[src/hw/rtl/multiturn_angle_unwrap_velocity_core_assert.svh]
// assertion macros for the multiturn angle unwrap core
// expects clk and rst in the scope of each use
`ifndef MULTITURN_ANGLE_UNWRAP_VELOCITY_CORE_ASSERT_SVH
`define MULTITURN_ANGLE_UNWRAP_VELOCITY_CORE_ASSERT_SVH
`ifndef SYNTHESIS
`define MAUV_ASSERT(lbl, prop, msg) \
  lbl: assert property (@(posedge clk) disable iff (rst) prop) else $error(msg);
`define MAUV_ASSERT_RST(lbl, prop, msg) \
  lbl: assert property (@(posedge clk) prop) else $error(msg);
`else
`define MAUV_ASSERT(lbl, prop, msg)
`define MAUV_ASSERT_RST(lbl, prop, msg)
`endif
`endif

[src/hw/rtl/mauv_pkg.sv]
// shared types and codes for the multiturn angle unwrap core
// no dependencies
package mauv_pkg;

  localparam logic [1:0] OP_UPDATE     = 2'd0;
  localparam logic [1:0] OP_INVALIDATE = 2'd1;
  localparam logic [1:0] OP_CLEAR      = 2'd2;

  localparam int GAIN_W = 40;

  typedef struct packed {
    logic [1:0]         operation;
    logic [31:0]        single_turn_position;
    logic               turns_given;
    logic signed [31:0] turns;
    logic               vel_given;
    logic signed [31:0] velocity_in;
  } sample_t;

  typedef struct packed {
    logic               accepted;
    logic signed [63:0] position_count;
    logic signed [31:0] velocity_out;
    logic               position_known;
    logic               data_fresh;
  } result_t;

  typedef struct packed {
    logic fire;
    logic load;
  } stage_ctl_t;

  // after the unwrap stage
  typedef struct packed {
    logic               accepted;
    logic signed [63:0] position_count;
    logic               position_known;
    logic               data_fresh;
    logic               vel_set;
    logic               vel_direct;
    logic signed [31:0] vel_value;
    logic               neg;
    logic [63:0]        mag;
  } unwrap_t;

  // after the product stage, velocity resolved
  typedef struct packed {
    logic               accepted;
    logic signed [63:0] position_count;
    logic               position_known;
    logic               data_fresh;
    logic               vel_set;
    logic signed [31:0] vel_value;
  } scaled_t;

endpackage

[src/hw/rtl/mauv_unwrap.sv]
// unwrap stage: holds the position state and computes the position delta
// depends on mauv_pkg
module mauv_unwrap (
  input  logic                 clk,
  input  logic                 rst,
  input  mauv_pkg::stage_ctl_t ctl,
  input  mauv_pkg::sample_t    sample,
  input  logic                 gain_zero,
  output mauv_pkg::unwrap_t    stage
);

  logic [31:0]        last_single_turn;
  logic [63:0]        unwrapped_count;
  logic               known;
  logic               fresh;

  logic [31:0]        last_single_turn_next;
  logic [63:0]        unwrapped_count_next;
  logic               known_next;
  logic               fresh_next;

  logic [31:0]        angle;
  logic [31:0]        d32;
  logic [31:0]        d_mag;
  logic [63:0]        loaded;
  logic [63:0]        fwd;
  logic [63:0]        bwd;
  logic [63:0]        count_step;
  mauv_pkg::unwrap_t  stage_next;

  assign angle      = sample.single_turn_position;
  assign d32        = angle - last_single_turn;
  assign d_mag      = d32[31] ? (~d32 + 32'd1) : d32;
  assign loaded     = {sample.turns, angle};
  assign fwd        = loaded - unwrapped_count;
  assign bwd        = unwrapped_count - loaded;
  assign count_step = unwrapped_count + {{32{d32[31]}}, d32};

  always_comb begin
    last_single_turn_next = last_single_turn;
    unwrapped_count_next  = unwrapped_count;
    known_next            = known;
    fresh_next            = fresh;
    stage_next.accepted   = 1'b0;
    stage_next.vel_set    = 1'b0;
    stage_next.vel_direct = 1'b1;
    stage_next.vel_value  = '0;
    stage_next.neg        = 1'b0;
    stage_next.mag        = '0;
    unique case (sample.operation)
      mauv_pkg::OP_UPDATE: begin
        if (gain_zero) begin
          fresh_next = 1'b0;
        end else begin
          last_single_turn_next = angle;
          if (sample.turns_given) begin
            unwrapped_count_next = loaded;
          end else if (!known) begin
            unwrapped_count_next = {32'd0, angle};
          end else begin
            unwrapped_count_next = count_step;
          end
          if (known) begin
            if (sample.turns_given) begin
              stage_next.neg = fwd[63];
              stage_next.mag = fwd[63] ? bwd : fwd;
            end else begin
              stage_next.neg = d32[31];
              stage_next.mag = {32'd0, d_mag};
            end
          end
          known_next            = 1'b1;
          fresh_next            = 1'b1;
          stage_next.accepted   = 1'b1;
          stage_next.vel_set    = 1'b1;
          stage_next.vel_direct = sample.vel_given;
          stage_next.vel_value  = sample.velocity_in;
        end
      end
      mauv_pkg::OP_INVALIDATE: begin
        fresh_next = 1'b0;
      end
      mauv_pkg::OP_CLEAR: begin
        last_single_turn_next = '0;
        unwrapped_count_next  = '0;
        known_next            = 1'b0;
        fresh_next            = 1'b0;
        stage_next.vel_set    = 1'b1;
      end
      default: begin
      end
    endcase
    stage_next.position_count = unwrapped_count_next;
    stage_next.position_known = known_next;
    stage_next.data_fresh     = fresh_next;
  end

  always_ff @(posedge clk) begin
    if (rst) begin
      last_single_turn <= '0;
      unwrapped_count  <= '0;
      known            <= 1'b0;
      fresh            <= 1'b0;
    end else if (ctl.fire) begin
      last_single_turn <= last_single_turn_next;
      unwrapped_count  <= unwrapped_count_next;
      known            <= known_next;
      fresh            <= fresh_next;
    end
  end

  always_ff @(posedge clk) begin
    if (ctl.load) begin
      stage <= stage_next;
    end
  end

endmodule

[config.mk]
export PLATFORM = sky130hd
export DESIGN_NAME = mauv_unwrap
export DESIGN_NICKNAME = d
export VERILOG_FILES = /design/src/hw/rtl/multiturn_angle_unwrap_velocity_core_assert.svh /design/src/hw/rtl/mauv_pkg.sv /design/src/hw/rtl/mauv_unwrap.sv
export SDC_FILE = /design/constraint.sdc
export NUM_CORES = 1
export LEC_CHECK = 0
export BUFFER_PORTS_ARGS = -buffer_cell sky130_fd_sc_hd__buf_2
export CORE_AREA = 3 3 239 241
export CTS_CLUSTER_DIAMETER = 120
export DETAILED_ROUTE_END_ITERATION = 6
export DIE_AREA = 0 0 242 244
export PLACE_DENSITY = 0.67
export SETUP_SLACK_MARGIN = 0.3
export SYNTH_ARGS = -nofsm -noshare
export SYNTH_HDL_FRONTEND = slang
export SYNTH_SLANG_ARGS = --single-unit
[constraint.sdc]
create_clock -name clk -period 6.04 [get_ports clk]
set_input_delay 0.604 -clock clk [delete_from_list [all_inputs] [get_ports clk]]
set_output_delay 0.604 -clock clk [all_outputs]
set_load 0.005 [all_outputs]
==> qor.yml <==
clocking:
  cts_hold_buf: 0
  clkLatencyLatePin_ns: 0.60
  clockBufferDepth: 3
  h-tree-depth: 1
  clock-sinks: 264
  cts_inserted_buffers: 30
  cts_root_buf: "clkbuf_16"
  cts_tree: "done"
  clk_pin_slew_worst_paths_ns: 0.06
synth:
  syn_area_um2: 25300
  synth_compound_gate_area_share_pct: 29.2
  yosysSeqAreaShare_pct: 27.5
  syn_nets: 3570
  synth_warnings: 0
  netlist.area_leader.share_pct: 19.7
  ys_ff_latch: 264
  synthMuxAreaShare_pct: 2.10
  synthFlopType: "edfxtp_1"
  synth-simple-area-share_pct: 17.4
  async_flop_share_pct: 0
  synthAdderAreaFrac_pct: 11.7
  synth.distinct_cells: 93
  synth-xor-area-share_pct: 5.72
  synth_edf_count: 166
  synth_top_family_by_area: "compound AO/OA/AOI/OAI gates"
  synth_cells: 3231
  synth.avg_cell_area_um2: 7.83
  yosysTopAreaCell: "edfxtp_1"
  yosys-top-cells-area: "edfxtp_1 20%, ha_1 11%, a21oi_1 8.1%"
  synth_common_cells: "411 x a21oi_1, 293 x nor2_1, 279 x nand2_1"
  yosys.cell_count.top_type: "a21oi_1"
route:
  drt_pre_antenna_iters: 6
  ant_nets: 0
  wl_per_cell_um: 23.1
  viasPerCell: 6.19
  drt_iter0_drc: 2988
  wl_um: 98500
  drcViolationCount: 0
  route.vias.total: 26398
sta:
  fin_hold_ws_ns: 0.271
  skew_ns: 0.0208
  setup_viol: 0
  fmax_mhz: 183
  finalMaxSlewViolations: 0
  finalSetupTns_ns: 0
  tightest_slew_ns: 0.947
  rsz0062_at_grt: "true"
  finalHoldViolCount: 0
  slew_headroom_pct: 36.2
  fin_crit_sh_pct: 90.5
  fin_crit_ns: 5.46
global_route:
  grt_pass1_vias: 23949
  grt_max_degree: 92
  grt-ovfl-total: 0
  track_usage_pct: 31.8
  antenna_found_initial: 1
  grt_pass1_wl_um: 147000
setup_path:
  cp_max_fo: 6
  r2r_end: "stage[151]"
  cp-start-kind: "register"
  startpoint: "last_single_turn[0]"
  crit_required_ns: 6.35
  cpPeakStageDelay_ns: 0.56
  r2r_start: "last_single_turn[0]"
  cp.arrival_ns: 5.77
  rrSetupSlack_ns: 0.58
  ff2ff_path_depth: 22
  cp_slowest_cell: "o41ai_1"
  cp-endpoint: "stage[151]"
  cp-end-kind: "register"
  worstPathCellList: "ha_1, inv_1, fa_1, a211oi_2, o21ai_1, a21oi_2, buf_4, o21ai_0, nand2b_1, xor2_1, ha_1, buf_4, nand4_1, nor4b_1, o41ai_1, a31oi_1, o21ai_1, nand3_1, a311oi_2, xnor2_1, a221oi_2, a211oi_1"
  path_class: "register to register"
cells_and_area:
  area_growth_syn_to_layout_pct: 15.2
  fin_util_pct: 52.9
  drive_gt1_share_pct: 15.3
  finalNonFillerCells: 4262
  fin_nets: 3829
  n_antenna_cell: 0
  fill_cells: 5438
floorplan:
  initial_core_util_pct: 45.9
  die_w_um: 242
  design.core.area_um2: 55100
  num_rows: 86
  ioPinCount: 271
  die_y_um: 244
  die-area_um2: 59000
place:
  gp_congestion: 1.02
  hpwl_um: 79000
  io_buffers: 270
  placed_cells: 4204
pwr:
  power_mw: 6.46
  p_per_area_nw_per_um2: 222
  p_leak_nw: 12.7
  ir_drop_mv: 0.222
job:
  cap_violations: 0
outcome:
  status: "completed"
hold_path:
  hold_path.class: "primary input to register"
## report_power, final
group	internal, mW	switching, mW
sequential	2.01	0.0601
clock	1.12	0.780
combinational	0.893	1.61
total	4.02	2.45
## worst max-delay path, delay by kind of cell, from the launching register on
kind	cells	cell delay, ns
XOR/XNOR	2	0.47
flip-flops	1	0.36
AND/OR/NAND/NOR	4	0.63
adder cells (fa/ha/maj)	3	0.89
AO/OA/AOI/OAI	10	2.42
buffers and inverters	3	0.39
## through the flow
step | area (µm²) | worst slack, ns
after floorplan | 25300 | 0.403
after global placement | 27900 | 0.0720
after detailed placement | 27900 | 0.0333
after CTS | 28900 | 0.378
after global routing | 29100 | 0.284
final | 29100 | 0.576
## worst min path at each step
| stage | depth (start not counted) | slack [ns] | startpoint | to |
|---|---|---|---|---|
| 2_1_floorplan | 2 | 0.43 | last_single_turn[10] | last_single_turn[10] |
| 3_3_place_gp | 2 | 0.44 | last_single_turn[17] | last_single_turn[17] |
| 3_5_place_dp | 2 | 0.44 | last_single_turn[20] | last_single_turn[20] |
| 4_1_cts | 2 | 0.25 | sample[32] | stage[97] |
| 5_1_grt | 2 | 0.28 | sample[32] | stage[97] |
| 6_report | 2 | 0.27 | sample[32] | stage[97] |
## cell families after synthesis
| kind of cell | Yosys count |
|---|---|
| buffers and inverters | 410 |
| AO/OA/AOI/OAI | 1158 |
| multiplexers | 52 |
| flip-flops | 264 |
| AND/OR/NAND/NOR | 948 |
| adder cells (fa/ha/maj) | 234 |
| XOR/XNOR | 165 |
## timing repair
action,in CTS,in global routing
gates resized for setup,0,45
setup buffers,0,2
setup endpoints to repair,0,46
## flip-flops by register name (all words and copies together), names as in the netlist
signal / flops
last_single_turn: 32
stage: 166
unwrapped_count: 64
fresh: 1
known: 1
## final cells by class
type,instances,area [µm²],share of cell area (%)
Tap cell,748,936,3.21
Timing Repair Buffer,407,2410,8.29
Inverter,230,863,2.96
Sequential cell,264,6950,23.9
Multi-Input combinational cell,2557,16900,58.2
Clock inverter,18,209,0.717
Clock buffer,38,811,2.78
## layout by cell type (no fill, tap or decap), types with 19 or more instances in the layout
| cell type | instances |
|---|---|
| nand3_1 | 71 |
| o21a_1 | 19 |
| buf_4 | 134 |
| dfxtp_1 | 98 |
| xor2_1 | 64 |
| o21ai_0 | 190 |
| o22ai_1 | 27 |
| nor2_1 | 291 |
| clkbuf_16 | 30 |
| inv_1 | 228 |
| xnor2_1 | 98 |
| ha_1 | 226 |
| a31oi_1 | 25 |
| a21oi_1 | 405 |
| mux2i_1 | 46 |
| o211ai_1 | 25 |
| nor3_1 | 60 |
| and3_1 | 56 |
| o21bai_1 | 75 |
| nand2_1 | 277 |
| a21o_1 | 112 |
| nand4_1 | 58 |
| buf_2 | 269 |
| edfxtp_1 | 166 |
| a211oi_1 | 55 |
| o31ai_1 | 20 |
## per-layer routing
| layer | vias up | GRT usage [%] | routed length (µm) |
|---|---|---|---|
| li1 | 12327 | - | - |
| met1 | 12433 | 46.5 | 42900 |
| met2 | 1425 | 45.2 | 39500 |
| met3 | 213 | 7.77 | 12300 |
| met4 | 0 | 11.1 | 3860 |
| met5 | - | 0 | 0 |
(Power assumes the default switching activity.)
